File: src/rtl/core/pci_pkg.sv
// ----------------------------------------------------------------------------
// PID controller package
// Widths, limits, register indexes and controller/datapath command types.
// ----------------------------------------------------------------------------
package pci_pkg;

    localparam int OUT_LIMIT      = 10000;
    localparam int GAIN_FRAC_BITS = 8;

    localparam int SMP_W  = 16;
    localparam int ERR_W  = SMP_W + 1;
    localparam int D1_W   = ERR_W + 1;
    localparam int D2_W   = ERR_W + 2;
    localparam int SUM_W  = 32;
    localparam int GAIN_W = 16;
    localparam int DRV_W  = 15;

    localparam int CLAMP_NUM = OUT_LIMIT * (2 ** GAIN_FRAC_BITS);
    localparam int NUM_W     = $clog2(CLAMP_NUM + 1);
    localparam int CNT_W     = $clog2(NUM_W + 1);

    localparam int OPA_W  = GAIN_W + 1;
    localparam int OPB_W  = SUM_W + 1;
    localparam int PROD_W = OPA_W + OPB_W;
    localparam int ACC_W  = PROD_W + 2;

    localparam int CFG_IDX_W = 8;
    localparam int CFG_DAT_W = 16;

    localparam logic [CFG_IDX_W-1:0] REG_MODE   = CFG_IDX_W'(0);
    localparam logic [CFG_IDX_W-1:0] REG_GAIN_P = CFG_IDX_W'(1);
    localparam logic [CFG_IDX_W-1:0] REG_GAIN_I = CFG_IDX_W'(2);
    localparam logic [CFG_IDX_W-1:0] REG_GAIN_D = CFG_IDX_W'(3);

    localparam logic MODE_POS = 1'b0;
    localparam logic MODE_INC = 1'b1;

    localparam logic [1:0] TERM_P = 2'd0;
    localparam logic [1:0] TERM_I = 2'd1;
    localparam logic [1:0] TERM_D = 2'd2;

    typedef struct packed {
        logic       load_in;
        logic       do_err;
        logic       mul_en;
        logic [1:0] term;
        logic       acc_load;
        logic       acc_add;
        logic       do_fin;
    } t_cmd;

    typedef struct packed {
        logic div_busy;
        logic out_free;
    } t_sts;

endpackage

File: src/rtl/core/pci_ifs.sv
// ----------------------------------------------------------------------------
// PID controller channels
// Sample input, drive output and register write channels.
// ----------------------------------------------------------------------------
interface pci_in_if;
    logic                               valid;
    logic                               ready;
    logic signed [pci_pkg::SMP_W-1:0]   setpoint;
    logic signed [pci_pkg::SMP_W-1:0]   measurement;

    modport source (output valid, output setpoint, output measurement, input ready);
    modport sink   (input valid, input setpoint, input measurement, output ready);
endinterface

interface pci_out_if;
    logic                               valid;
    logic                               ready;
    logic signed [pci_pkg::DRV_W-1:0]   drive;
    logic                               clamped;

    modport source (output valid, output drive, output clamped, input ready);
    modport sink   (input valid, input drive, input clamped, output ready);
endinterface

interface pci_cfg_if;
    logic                               valid;
    logic                               ready;
    logic [pci_pkg::CFG_IDX_W-1:0]      index;
    logic [pci_pkg::CFG_DAT_W-1:0]      data;

    modport source (output valid, output index, output data, input ready);
    modport sink   (input valid, input index, input data, output ready);
endinterface

File: src/rtl/core/pci_div.sv
// ----------------------------------------------------------------------------
// PID controller clamp-bound divider
// Restoring divider, one quotient bit per cycle: bound = CLAMP_NUM / gain_i.
// ----------------------------------------------------------------------------
module pci_div (
    input  logic                         i_clk,
    input  logic                         i_rst_n,
    input  logic                         i_start,
    input  logic [pci_pkg::GAIN_W-1:0]   i_den,
    output logic                         o_busy,
    output logic [pci_pkg::NUM_W-1:0]    o_quot
);
    import pci_pkg::*;

    logic              r_busy;
    logic [CNT_W-1:0]  r_cnt;
    logic [GAIN_W-1:0] r_rem;
    logic [GAIN_W-1:0] r_den;
    logic [NUM_W-1:0]  r_q;

    logic [GAIN_W:0]   w_trial;
    logic [GAIN_W:0]   w_diff;
    logic              w_qbit;

    assign w_trial = {r_rem, r_q[NUM_W-1]};
    assign w_diff  = w_trial - {1'b0, r_den};
    assign w_qbit  = (w_trial >= {1'b0, r_den});

    always_ff @(posedge i_clk) begin
        if (!i_rst_n) begin
            r_busy <= 1'b0;
            r_cnt  <= '0;
        end else if (i_start) begin
            r_busy <= 1'b1;
            r_cnt  <= CNT_W'(NUM_W);
        end else if (r_busy) begin
            r_cnt <= r_cnt - 1'b1;
            if (r_cnt == CNT_W'(1)) begin
                r_busy <= 1'b0;
            end
        end
    end

    always_ff @(posedge i_clk) begin
        if (i_start) begin
            r_q   <= NUM_W'(CLAMP_NUM);
            r_rem <= '0;
            r_den <= i_den;
        end else if (r_busy) begin
            r_q   <= {r_q[NUM_W-2:0], w_qbit};
            r_rem <= w_qbit ? w_diff[GAIN_W-1:0] : w_trial[GAIN_W-1:0];
        end
    end

    assign o_busy = r_busy;
    assign o_quot = r_q;

endmodule

File: src/rtl/core/pci_ctrl.sv
// ----------------------------------------------------------------------------
// PID controller sequencer
// Steps each item through error update, three gain products and output.
// ----------------------------------------------------------------------------
module pci_ctrl (
    input  logic          i_clk,
    input  logic          i_rst_n,
    input  logic          i_in_valid,
    output logic          o_in_ready,
    input  pci_pkg::t_sts i_sts,
    output pci_pkg::t_cmd o_cmd
);
    import pci_pkg::*;

    localparam logic [2:0] S_IDLE = 3'd0;
    localparam logic [2:0] S_ERR  = 3'd1;
    localparam logic [2:0] S_M0   = 3'd2;
    localparam logic [2:0] S_M1   = 3'd3;
    localparam logic [2:0] S_M2   = 3'd4;
    localparam logic [2:0] S_M3   = 3'd5;
    localparam logic [2:0] S_FIN  = 3'd6;

    logic [2:0] r_state;
    logic [2:0] n_state;

    assign o_in_ready = (r_state == S_IDLE) && !i_sts.div_busy;

    always_comb begin
        n_state = r_state;
        o_cmd   = '0;
        unique case (r_state)
            S_IDLE: begin
                if (i_in_valid && o_in_ready) begin
                    o_cmd.load_in = 1'b1;
                    n_state       = S_ERR;
                end
            end
            S_ERR: begin
                o_cmd.do_err = 1'b1;
                n_state      = S_M0;
            end
            S_M0: begin
                o_cmd.mul_en = 1'b1;
                o_cmd.term   = TERM_P;
                n_state      = S_M1;
            end
            S_M1: begin
                o_cmd.mul_en   = 1'b1;
                o_cmd.term     = TERM_I;
                o_cmd.acc_load = 1'b1;
                n_state        = S_M2;
            end
            S_M2: begin
                o_cmd.mul_en  = 1'b1;
                o_cmd.term    = TERM_D;
                o_cmd.acc_add = 1'b1;
                n_state       = S_M3;
            end
            S_M3: begin
                o_cmd.acc_add = 1'b1;
                n_state       = S_FIN;
            end
            S_FIN: begin
                if (i_sts.out_free) begin
                    o_cmd.do_fin = 1'b1;
                    n_state      = S_IDLE;
                end
            end
            default: begin
                n_state = S_IDLE;
            end
        endcase
    end

    always_ff @(posedge i_clk) begin
        if (!i_rst_n) begin
            r_state <= S_IDLE;
        end else begin
            r_state <= n_state;
        end
    end

    a_accept_to_err: assert property (@(posedge i_clk) disable iff (!i_rst_n)
        (i_in_valid && o_in_ready) |=> (r_state == S_ERR))
        else $error("accepted item did not enter error update");

    a_hold_while_div: assert property (@(posedge i_clk) disable iff (!i_rst_n)
        i_sts.div_busy |-> !o_in_ready)
        else $error("input ready while clamp bound is being computed");

    a_products_to_fin: assert property (@(posedge i_clk) disable iff (!i_rst_n)
        (r_state == S_M3) |=> (r_state == S_FIN))
        else $error("product sequence did not reach output stage");

    a_fin_only_free: assert property (@(posedge i_clk) disable iff (!i_rst_n)
        o_cmd.do_fin |-> i_sts.out_free)
        else $error("output written while previous item still held");

endmodule

File: src/rtl/core/pci_dp.sv
// ----------------------------------------------------------------------------
// PID controller datapath
// Registers, error history, error sum, shared multiplier, scaling and clamp.
// ----------------------------------------------------------------------------
module pci_dp (
    input  logic                              i_clk,
    input  logic                              i_rst_n,
    input  pci_pkg::t_cmd                     i_cmd,
    output pci_pkg::t_sts                     o_sts,
    input  logic signed [pci_pkg::SMP_W-1:0]  i_setpoint,
    input  logic signed [pci_pkg::SMP_W-1:0]  i_measurement,
    input  logic                              i_cfg_valid,
    input  logic [pci_pkg::CFG_IDX_W-1:0]     i_cfg_index,
    input  logic [pci_pkg::CFG_DAT_W-1:0]     i_cfg_data,
    output logic                              o_out_valid,
    input  logic                              i_out_ready,
    output logic signed [pci_pkg::DRV_W-1:0]  o_drive,
    output logic                              o_clamped
);
    import pci_pkg::*;

    localparam logic signed [ACC_W-1:0] LIM_HI = ACC_W'(OUT_LIMIT);
    localparam logic signed [ACC_W-1:0] LIM_LO = -LIM_HI;
    localparam logic signed [SUM_W-1:0] SUM_MAX = {1'b0, {(SUM_W-1){1'b1}}};
    localparam logic signed [SUM_W-1:0] SUM_MIN = {1'b1, {(SUM_W-1){1'b0}}};

    logic              r_mode;
    logic [GAIN_W-1:0] r_gain_p;
    logic [GAIN_W-1:0] r_gain_i;
    logic [GAIN_W-1:0] r_gain_d;

    logic signed [ERR_W-1:0]  r_e;
    logic signed [ERR_W-1:0]  r_e1;
    logic signed [ERR_W-1:0]  r_e2;
    logic signed [D1_W-1:0]   r_d1;
    logic signed [D2_W-1:0]   r_d2;
    logic signed [SUM_W-1:0]  r_sum;
    logic signed [DRV_W-1:0]  r_held;
    logic signed [PROD_W-1:0] r_prod;
    logic signed [ACC_W-1:0]  r_acc;
    logic                     r_out_valid;
    logic signed [DRV_W-1:0]  r_drive;
    logic                     r_clamped;

    logic                     w_div_start;
    logic                     w_div_busy;
    logic [NUM_W-1:0]         w_bound;

    logic signed [D1_W-1:0]   n_d1;
    logic signed [D2_W-1:0]   n_d2;
    logic signed [SUM_W:0]    n_s33;
    logic signed [SUM_W-1:0]  n_sat;
    logic signed [SUM_W-1:0]  n_bnd;
    logic signed [SUM_W-1:0]  n_sum;
    logic signed [OPA_W-1:0]  n_opa;
    logic signed [OPB_W-1:0]  n_opb;
    logic signed [PROD_W-1:0] n_prod;
    logic signed [ACC_W-1:0]  n_prod_ext;
    logic signed [ACC_W-1:0]  n_y;
    logic signed [DRV_W-1:0]  n_drive;
    logic                     n_clamped;

    assign w_div_start = i_cfg_valid && (i_cfg_index == REG_GAIN_I);

    pci_div u_div (
        .i_clk   (i_clk),
        .i_rst_n (i_rst_n),
        .i_start (w_div_start),
        .i_den   (i_cfg_data[GAIN_W-1:0]),
        .o_busy  (w_div_busy),
        .o_quot  (w_bound)
    );

    always_ff @(posedge i_clk) begin
        if (!i_rst_n) begin
            r_mode   <= MODE_POS;
            r_gain_p <= '0;
            r_gain_i <= '0;
            r_gain_d <= '0;
        end else if (i_cfg_valid) begin
            unique case (i_cfg_index)
                REG_MODE:   r_mode   <= i_cfg_data[0];
                REG_GAIN_P: r_gain_p <= i_cfg_data[GAIN_W-1:0];
                REG_GAIN_I: r_gain_i <= i_cfg_data[GAIN_W-1:0];
                REG_GAIN_D: r_gain_d <= i_cfg_data[GAIN_W-1:0];
                default: begin
                end
            endcase
        end
    end

    always_comb begin
        n_d1  = D1_W'(r_e) - D1_W'(r_e1);
        n_d2  = D2_W'(r_e) - (D2_W'(r_e1) <<< 1) + D2_W'(r_e2);
        n_s33 = (SUM_W+1)'(r_sum) + (SUM_W+1)'(r_e);
        if (n_s33[SUM_W] != n_s33[SUM_W-1]) begin
            n_sat = n_s33[SUM_W] ? SUM_MIN : SUM_MAX;
        end else begin
            n_sat = n_s33[SUM_W-1:0];
        end
        n_bnd = {{(SUM_W-NUM_W){1'b0}}, w_bound};
        n_sum = n_sat;
        if (r_gain_i != '0) begin
            priority if (n_sat > n_bnd) begin
                n_sum = n_bnd;
            end else if (n_sat < -n_bnd) begin
                n_sum = -n_bnd;
            end
        end
    end

    always_comb begin
        n_opa = '0;
        n_opb = '0;
        unique case (i_cmd.term)
            TERM_P: begin
                n_opa = {1'b0, r_gain_p};
                n_opb = (r_mode == MODE_INC) ? OPB_W'(r_d1) : OPB_W'(r_e);
            end
            TERM_I: begin
                n_opa = {1'b0, r_gain_i};
                n_opb = (r_mode == MODE_INC) ? OPB_W'(r_e) : OPB_W'(r_sum);
            end
            TERM_D: begin
                n_opa = {1'b0, r_gain_d};
                n_opb = (r_mode == MODE_INC) ? OPB_W'(r_d2) : OPB_W'(r_d1);
            end
            default: begin
            end
        endcase
        n_prod     = n_opa * n_opb;
        n_prod_ext = ACC_W'(r_prod);
    end

    always_comb begin
        n_y = r_acc >>> GAIN_FRAC_BITS;
        if (r_mode == MODE_INC) begin
            n_y = n_y + ACC_W'(r_held);
        end
        n_clamped = 1'b0;
        n_drive   = n_y[DRV_W-1:0];
        priority if (n_y > LIM_HI) begin
            n_drive   = LIM_HI[DRV_W-1:0];
            n_clamped = 1'b1;
        end else if (n_y < LIM_LO) begin
            n_drive   = LIM_LO[DRV_W-1:0];
            n_clamped = 1'b1;
        end
    end

    always_ff @(posedge i_clk) begin
        if (!i_rst_n) begin
            r_e1        <= '0;
            r_e2        <= '0;
            r_sum       <= '0;
            r_held      <= '0;
            r_out_valid <= 1'b0;
        end else begin
            if (i_cmd.do_err) begin
                r_e1 <= r_e;
                if (r_mode == MODE_INC) begin
                    r_e2 <= r_e1;
                end else begin
                    r_sum <= n_sum;
                end
            end
            if (i_cmd.do_fin) begin
                r_held      <= n_drive;
                r_out_valid <= 1'b1;
            end else if (r_out_valid && i_out_ready) begin
                r_out_valid <= 1'b0;
            end
        end
    end

    always_ff @(posedge i_clk) begin
        if (i_cmd.load_in) begin
            r_e <= ERR_W'(i_setpoint) - ERR_W'(i_measurement);
        end
        if (i_cmd.do_err) begin
            r_d1 <= n_d1;
            r_d2 <= n_d2;
        end
        if (i_cmd.mul_en) begin
            r_prod <= n_prod;
        end
        if (i_cmd.acc_load) begin
            r_acc <= n_prod_ext;
        end else if (i_cmd.acc_add) begin
            r_acc <= r_acc + n_prod_ext;
        end
        if (i_cmd.do_fin) begin
            r_drive   <= n_drive;
            r_clamped <= n_clamped;
        end
    end

    assign o_sts.div_busy = w_div_busy;
    assign o_sts.out_free = !r_out_valid || i_out_ready;

    assign o_out_valid = r_out_valid;
    assign o_drive     = r_drive;
    assign o_clamped   = r_clamped;

endmodule

File: src/rtl/core/pid_controller_pos_incr_unit.sv
// ----------------------------------------------------------------------------
// PID controller, positional and incremental form
// Fixed-point PID step per sample with output limit and integral clamp.
// ----------------------------------------------------------------------------
// Channels: i_in takes one sample item (setpoint, measurement); o_out returns
// one item per sample (drive, clamped); i_cfg writes mode, gain_p, gain_i and
// gain_d by index, always ready, and ignores indexes beyond the list.
// The sequencer runs the error update, three products on one shared multiplier
// and the final clamp for each item, and accepts a new input item only after
// the previous one has reached the output register.
// A write to gain_i starts a bit-serial division for the integral clamp bound;
// i_in.ready stays low until it completes.
// Reset clears the registers, error history, error sum and held drive.
// The result sits in an output register; a new item is accepted while it
// waits, and the next result is held back until the receiver takes the
// previous one.
// ----------------------------------------------------------------------------
module pid_controller_pos_incr_unit (
    input  logic      i_clk,
    input  logic      i_rst_n,
    pci_in_if.sink    i_in,
    pci_out_if.source o_out,
    pci_cfg_if.sink   i_cfg
);
    import pci_pkg::*;

    t_cmd w_cmd;
    t_sts w_sts;
    logic w_in_ready;

    assign i_in.ready  = w_in_ready;
    assign i_cfg.ready = 1'b1;

    pci_ctrl u_ctrl (
        .i_clk      (i_clk),
        .i_rst_n    (i_rst_n),
        .i_in_valid (i_in.valid),
        .o_in_ready (w_in_ready),
        .i_sts      (w_sts),
        .o_cmd      (w_cmd)
    );

    pci_dp u_dp (
        .i_clk         (i_clk),
        .i_rst_n       (i_rst_n),
        .i_cmd         (w_cmd),
        .o_sts         (w_sts),
        .i_setpoint    (i_in.setpoint),
        .i_measurement (i_in.measurement),
        .i_cfg_valid   (i_cfg.valid),
        .i_cfg_index   (i_cfg.index),
        .i_cfg_data    (i_cfg.data),
        .o_out_valid   (o_out.valid),
        .i_out_ready   (o_out.ready),
        .o_drive       (o_out.drive),
        .o_clamped     (o_out.clamped)
    );

endmodule

File: src/flat_wrapper.sv
// flat-port wrapper written by rule: the top's interface ports become plain ports
module pid_controller_pos_incr_unit_flat import pci_pkg::*;
  (i_clk, i_rst_n, i_in_valid, i_in_setpoint, i_in_measurement, i_in_ready, o_out_valid, o_out_drive, o_out_clamped, o_out_ready, i_cfg_valid, i_cfg_index, i_cfg_data, i_cfg_ready);
  pci_in_if i_in_i ();
  pci_out_if o_out_i ();
  pci_cfg_if i_cfg_i ();
  input  logic i_clk;
  input  logic i_rst_n;
  input wire logic [$bits(i_in_i.valid)-1:0] i_in_valid;
  input wire logic [$bits(i_in_i.setpoint)-1:0] i_in_setpoint;
  input wire logic [$bits(i_in_i.measurement)-1:0] i_in_measurement;
  output wire logic [$bits(i_in_i.ready)-1:0] i_in_ready;
  output wire logic [$bits(o_out_i.valid)-1:0] o_out_valid;
  output wire logic [$bits(o_out_i.drive)-1:0] o_out_drive;
  output wire logic [$bits(o_out_i.clamped)-1:0] o_out_clamped;
  input wire logic [$bits(o_out_i.ready)-1:0] o_out_ready;
  input wire logic [$bits(i_cfg_i.valid)-1:0] i_cfg_valid;
  input wire logic [$bits(i_cfg_i.index)-1:0] i_cfg_index;
  input wire logic [$bits(i_cfg_i.data)-1:0] i_cfg_data;
  output wire logic [$bits(i_cfg_i.ready)-1:0] i_cfg_ready;
  assign i_in_i.valid = i_in_valid;
  assign i_in_i.setpoint = i_in_setpoint;
  assign i_in_i.measurement = i_in_measurement;
  assign i_in_ready = i_in_i.ready;
  assign o_out_valid = o_out_i.valid;
  assign o_out_drive = o_out_i.drive;
  assign o_out_clamped = o_out_i.clamped;
  assign o_out_i.ready = o_out_ready;
  assign i_cfg_i.valid = i_cfg_valid;
  assign i_cfg_i.index = i_cfg_index;
  assign i_cfg_i.data = i_cfg_data;
  assign i_cfg_ready = i_cfg_i.ready;
  pid_controller_pos_incr_unit u_core (.i_clk(i_clk), .i_rst_n(i_rst_n), .i_in(i_in_i), .o_out(o_out_i), .i_cfg(i_cfg_i));
endmodule
File: config.mk
export PLATFORM = sky130hd
export DESIGN_NAME = pid_controller_pos_incr_unit_flat
export DESIGN_NICKNAME = d
export VERILOG_FILES = /design/src/rtl/core/pci_pkg.sv /design/src/rtl/core/pci_ifs.sv /design/src/rtl/core/pci_div.sv /design/src/rtl/core/pci_ctrl.sv /design/src/rtl/core/pci_dp.sv /design/src/rtl/core/pid_controller_pos_incr_unit.sv /design/src/flat_wrapper.sv
export SDC_FILE = /design/constraint.sdc
export NUM_CORES = 2
export LEC_CHECK = 0
export BUFFER_PORTS_ARGS = -buffer_cell sky130_fd_sc_hd__buf_4
export CAP_MARGIN = 5
export CORE_ASPECT_RATIO = 1.75
export CORE_MARGIN = 2
export CORE_UTILIZATION = 38
export CTS_BUF_LIST = sky130_fd_sc_hd__clkbuf_8
export DETAILED_ROUTE_END_ITERATION = 6
export SLEW_MARGIN = 20
export SYNTH_ARGS = -nofsm -noshare
export SYNTH_HDL_FRONTEND = slang
export SYNTH_HIERARCHICAL = 1
export SYNTH_SLANG_ARGS = --single-unit
File: constraint.sdc
create_clock -name i_clk -period 9.6 [get_ports i_clk]
set_clock_uncertainty 0.1 [all_clocks]
set_input_delay 0.48 -clock i_clk [delete_from_list [all_inputs] [get_ports i_clk]]
set_output_delay 0.48 -clock i_clk [all_outputs]
set_load 0.02 [all_outputs]
# ---- Word level (Yosys, flattened, before mapping)
# Index checks and enable logic that the tools add are counted.
dict set report word_totals {
  ff_bits 366
  inputBits 61
  out_inout_bits 19
  elab_cells 114
}
dict set report op_classes {
  n_addsub 10
  mul 1
  n_lt_le_gt_ge 5
  n_eq_ne 15
  muxes 35
  bitwise 2
  reduce_logical 23
}
# operator n
set ops {}
lappend ops {{2-to-1 mux 32 bit} 5}
lappend ops {{2-to-1 mux 52 bit} 3}
lappend ops {{2-to-1 mux 33 bit} 3}
lappend ops {{one-hot mux 33 bit (3 select lines)} 1}
lappend ops {{adder 52 x 50 -> 52 bit} 1}
lappend ops {{greater-than comparator 52 x 15 -> 1 bit (second input constant)} 1}
lappend ops {{< comparator 52 x 15 -> 1 bit (second input constant)} 1}
lappend ops {{multiplier 17 x 33 -> 50 bit} 1}
lappend ops {{one-hot mux 16 bit (3 select lines)} 1}
lappend ops {{adder 44 x 15 -> 45 bit} 1}
lappend ops {{adder 32 x 17 -> 33 bit} 1}
lappend ops {{greater-than comparator 32 x 23 -> 1 bit} 1}
lappend ops {{< comparator 32 bit} 1}
lappend ops {{negator 22 -> 32 bit} 1}
lappend ops {{2-to-1 mux 15 bit} 2}
lappend ops {{one-hot mux 3 bit (7 select lines)} 1}
lappend ops {{adder 19 x 17 -> 19 bit} 1}
lappend ops {{subtractor 17 x 18 -> 19 bit} 1}
lappend ops {{subtractor 17 x 17 -> 18 bit} 1}
lappend ops {{>= comparator 17 x 16 -> 1 bit} 1}
lappend ops {{subtractor 16 x 16 -> 17 bit} 1}
lappend ops {{== test 8 x 2 -> 1 bit (second input constant)} 2}
lappend ops {{2-to-1 mux 16 bit} 1}
lappend ops {{nonzero test 16 bit} 1}
lappend ops {{other kinds (26)} 57}

# ---- Logic depth before layout (Yosys ltp)
dict set report depth {
  word_depth 7
  mapped_depth 38
}

# ---- Modules after synthesis
# Netlist, hierarchy kept.
# module instances cells_each area_each_um2
set modules_own_cells {}
lappend modules_own_cells {pci_dp 1 5014 42542.1}
lappend modules_own_cells {pci_div 1 344 3235.6}
lappend modules_own_cells {pci_ctrl 1 26 226.5}
lappend modules_own_cells {pid_controller_pos_incr_unit 1 2 11.3}

# ---- Worst setup path before layout
# No wires, ideal clock.
dict set report synth_timing {
  path_kind {reg-to-reg}
  start {reg u_core.u_dp.r_mode}
  end {reg u_core.u_dp.r_prod[49], data pin}
  setup_time_ps 259
  arrival_ps 8832
  slack_ps 409
  stages_incl_launch_ff 37
  path_buffers 7
  path_cell_list {dfxtp_1 clkbuf_1 clkbuf_1 buf_2 buf_2 buf_2 buf_1 buf_1 nor3_1 a21oi_1 nor2_1 a211oi_1 nor2_1 fa_1 inv_1 fa_1 inv_1 fa_1 fa_1 fa_1 inv_1 fa_1 inv_1 ha_1 a21o_1 a21o_1 a21oi_1 o21ai_0 a31oi_1 nand3_1 a21bo_2 a21o_1 a21oi_1 o31a_1 o21ai_0 a21oi_1 xnor2_1}
}
dict set report synth_between {
  elab_chain_cells 3
}
# item line_no
set synth_lines {}
lappend synth_lines {{start, declared} pci_dp.sv:27} ;# logic r_mode;
lappend synth_lines {{start signal, assigned} pci_dp.sv:82} ;# REG_MODE: r_mode <= i_cfg_data[0];
lappend synth_lines {{2-to-1 mux 33 bit (on tied branches)} {pci_dp.sv:126, pci_dp.sv:118, pci_dp.sv:122}}
lappend synth_lines {{one-hot mux 33 bit (3 select lines) (*)} pci_dp.sv:115} ;# unique case (i_cmd.term)
lappend synth_lines {{multiplier 17 x 33 -> 50 bit (*)} pci_dp.sv:131} ;# n_prod = n_opa * n_opb;
lappend synth_lines {{net u_core.u_dp.n_prod[49]} pci_dp.sv:57} ;# logic signed [PROD_W-1:0] n_prod;
lappend synth_lines {{end signal, assigned} pci_dp.sv:185} ;# r_prod <= n_prod;
lappend synth_lines {{end, declared} pci_dp.sv:39} ;# logic signed [PROD_W-1:0] r_prod;
# Mark *: on every way through the listed nets, which the timed path passes. The rest lies on a longest branch.
# A chain may end at the register's enable or synchronous reset.

==> flow_summary.json <==
{
  "final_max_slew_viol_count": 0,
  "cts_buffer_depth": 3,
  "layout.nets": 6396,
  "timing.critical_path.to_type": "register",
  "postSynth.topFlopCell": "sky130_fd_sc_hd__edfxtp_1",
  "path_max_fanout": 20,
  "synth_enable_flop_cells": 188,
  "synth_area_leader_cell": "sky130_fd_sc_hd__fa_1",
  "post_synth_instance_area_sq_mm": 0.0460,
  "synth.lib_cells_used.distinct": 101,
  "critPathArrivalTime_ns": 9.45,
  "start_kind": "register",
  "syn_inst": 5386,
  "cellLeakagePower_nw": 23.2,
  "postRouteAntennaNets": 0,
  "dp_worst_setup_slack_ns": 0.300,
  "max_clock_freq_ghz": 0.110,
  "maxCapViolCount": 0,
  "synth.ff_latch_count": 366,
  "path_common_cell": "sky130_fd_sc_hd__fa_1",
  "synthDominantCellAreaShare_pct": 22.4,
  "drive_gt1_share_pct": 7.22,
  "cp_num_buf_inv": 5,
  "detailedPlacementHpwl_um": 116000,
  "power.density_cell_area_mw_per_mm2": 113,
  "grtUsageTotal_pct": 23.0,
  "setup_violations": 0,
  "place.gp.congestion": 0.962,
  "fp.dieH_um": 464,
  "cpMaxStageDelayCell": "sky130_fd_sc_hd__fa_1",
  "fin_tns_setup_ns": 0,
  "drcViolationCount": 0,
  "async_flop_share_pct": 0,
  "grt_pass1_wl_um": 221000,
  "hold_path_class": "input pin to register",
  "layout.filler_cells": 11979,
  "setup_repair_after_global_routing_missed_its_margin": "false",
  "cp_top_family": "adder cells",
  "design.core.area_sq_mm": 0.120,
  "layout.cells.most_common": "sky130_fd_sc_hd__inv_1",
  "grt_overflow": 0,
  "cts-buffers-inserted": 57,
  "report.final.hold_viol_count": 0,
  "tritoncts": "yes",
  "slew-limit-headroom_pct": 33.6,
  "clkLatencyLatePin_ns": 0.76,
  "post-route-cell-area_sq_mm": 0.0504,
  "max_stage_delay_ns": 0.54,
  "most-common-layout-cells": "sky130_fd_sc_hd__inv_1, sky130_fd_sc_hd__nand2_1, sky130_fd_sc_hd__fa_1, sky130_fd_sc_hd__nor2_1, sky130_fd_sc_hd__ha_1",
  "detail_route.wirelength_um": 141000,
  "synth_warnings": 6,
  "ios": 80,
  "finalCritPeriodShare_pct": 94.4,
  "detail_route.first_pass.iterations": 5,
  "first_global_vias": 40602,
  "netlist_top_cells_area": "sky130_fd_sc_hd__fa_1, sky130_fd_sc_hd__edfxtp_1, sky130_fd_sc_hd__ha_1, sky130_fd_sc_hd__dfxtp_1, sky130_fd_sc_hd__inv_1",
  "worst-endpoint-required_ns": 9.99,
  "clock_tree.htree_level_count": 2,
  "path_class": "register to register",
  "wire_per_inst_um": 19.8,
  "status": "complete, no violations",
  "worst_setup_hold_path_clk_slew_ns": 0.08,
  "die_w_um": 267,
  "port_buffers": 78,
  "syn-num-nets": 6333,
  "peakVddDrop_uv": 113,
  "synth_seq_area_share_pct": 20.0,
  "floorplan.initialDensity_pct": 38.3,
  "finalWorstPathRequiredPeriod_ns": 9.06,
  "post_dp_cell_area_sq_mm": 0.0489,
  "finalWorstSetupSlack_ns": 0.536,
  "area_growth_syn_to_layout_pct": 9.49,
  "number_of_vias_per_cell_after_detailed_routing": 5.33,
  "cts_num_sinks": 366,
  "worstMarginPinSlew_ns": 0.984,
  "pin_count_of_the_biggest_net_entering_global_routing": 66,
  "initial_antenna_violation_count": 2,
  "routed-via-count": 37950,
  "core.rowCount": 168,
  "detailedRoute.firstIterationViolations": 2132,
  "avgSynthCellArea_sq_um": 8.54,
  "die_area_sq_mm": 0.124,
  "clock_tree.root_cell": "sky130_fd_sc_hd__clkbuf_8"
}
through the flow:
step                      instances  power, mW  hold WS (ns)  util [%]
after global routing           7116       6.05        0.0545      42.0
after detailed placement       6988       4.18         0.358      40.8
after global placement         6987       4.15         0.352      40.7
final                          7116       5.70        0.0622      42.0
after floorplan                5386       3.48         0.343         -
after CTS                      7113       5.73        0.0218      42.0
routing by layer:
| layer | wire length [um] | vias to the layer above | share of wire (%) | track usage (%) |
|---|---|---|---|---|
| met5 | 0 | - | 0 | 0 |
| met1 | 49500 | 18533 | 35 | 22.8 |
| met2 | 75000 | 987 | 53 | 44.0 |
| met4 | 11200 | 0 | 8.0 | 15.8 |
| li1 | - | 18005 | - | - |
| met3 | 5190 | 425 | 3.7 | 2.62 |
sequential cells by signal, summed over array words and instances, names as in the netlist, 17 cells and up:
name	cells
u_core/u_dp/r_prod	50
u_core/u_dp/r_e2	17
u_core/u_dp/r_acc	52
u_core/u_dp/r_d1	18
u_core/u_dp/r_e	17
u_core/u_dp/r_e1	17
u_core/u_dp/u_div/o_quot	22
u_core/u_dp/r_sum	32
u_core/u_dp/r_d2	19
timing repair:
item                       CTS  global route
gates resized for setup      0            10
setup endpoints to repair    0            10
buffers inserted             0             0
hold endpoints to repair    65             0
hold buffers                17             0
logic make-up (layout without fill, tap and decap cells):
family                   count (synthesis)  count (layout)  synth area share (%)
AND/OR/NAND/NOR                       1589            1589                  15.5
AO/OA/AOI/OAI                         1123            1123                  15.9
buffers and inverters                 1074            1186                  8.93
adder cells (fa/ha/maj)                886             886                  32.5
flip-flops                             366             366                  20.0
XOR/XNOR                               199             199                  3.79
multiplexers                           148             148                  3.28
other                                    1               4               0.00815
area by class of cell:
| class | instances | area, sq um | area share (%) |
|---|---|---|---|
| Inverter | 856 | 3220 | 6.38 |
| Antenna cell | 3 | 7.51 | 0.0149 |
| Multi-Input combinational cell | 3946 | 32800 | 65.1 |
| Clock inverter | 43 | 373 | 0.740 |
| Timing Repair Buffer | 222 | 1840 | 3.66 |
| Clock buffer | 65 | 895 | 1.78 |
| Tap cell | 1615 | 2020 | 4.01 |
| Sequential cell | 366 | 9220 | 18.3 |
tightest hold or removal path, cell delays in order:
cell                    delay, ns
sky130_fd_sc_hd__buf_4       0.08
sky130_fd_sc_hd__ha_1        0.15
sky130_fd_sc_hd__inv_1       0.05
path summary, 6_finish.rpt:
check / from / to / slack (ns) / cells past startpoint
min: i_in_measurement[0] / u_core/u_dp/r_e[0]$_DFFE_PP_ / 0.06 / 3
min reg2reg: u_core/u_dp/r_e2[16]$_SDFFE_PN0P_ / u_core/u_dp/r_e2[16]$_SDFFE_PN0P_ / 0.36 / 2
max: u_core/u_ctrl/r_state[2]$_SDFFE_PN0P_ / u_core/u_dp/r_prod[49]$_DFFE_PP_ / 0.54 / 31
max reg2reg: u_core/u_ctrl/r_state[2]$_SDFFE_PN0P_ / u_core/u_dp/r_prod[49]$_DFFE_PP_ / 0.54 / 31
where the power goes:
group / switching [mW] / leakage (nW) / internal [mW] / total, mW
clock network: 0.738 / 0.705 / 0.771 / 1.51
registers: 0.159 / 3.18 / 1.81 / 1.97
logic: 1.37 / 19.3 / 0.856 / 2.22
total: 2.26 / 23.2 / 3.43 / 5.70
synthesized netlist by cell type (all sizes together) (57+ instances only):
library cell / number
inv: 853
nand2: 640
fa: 516
nor2: 456
ha: 370
a21oi: 269
o21ai: 255
edfxtp: 188
clkbuf: 179
dfxtp: 178
xnor2: 129
mux2i: 125
a21o: 116
nor2b: 110
nor3: 79
xor2: 70
a21boi: 63
nand3: 62
a211oi: 60
o21a: 57
Note: power is estimated with default switching activity, not from simulation.
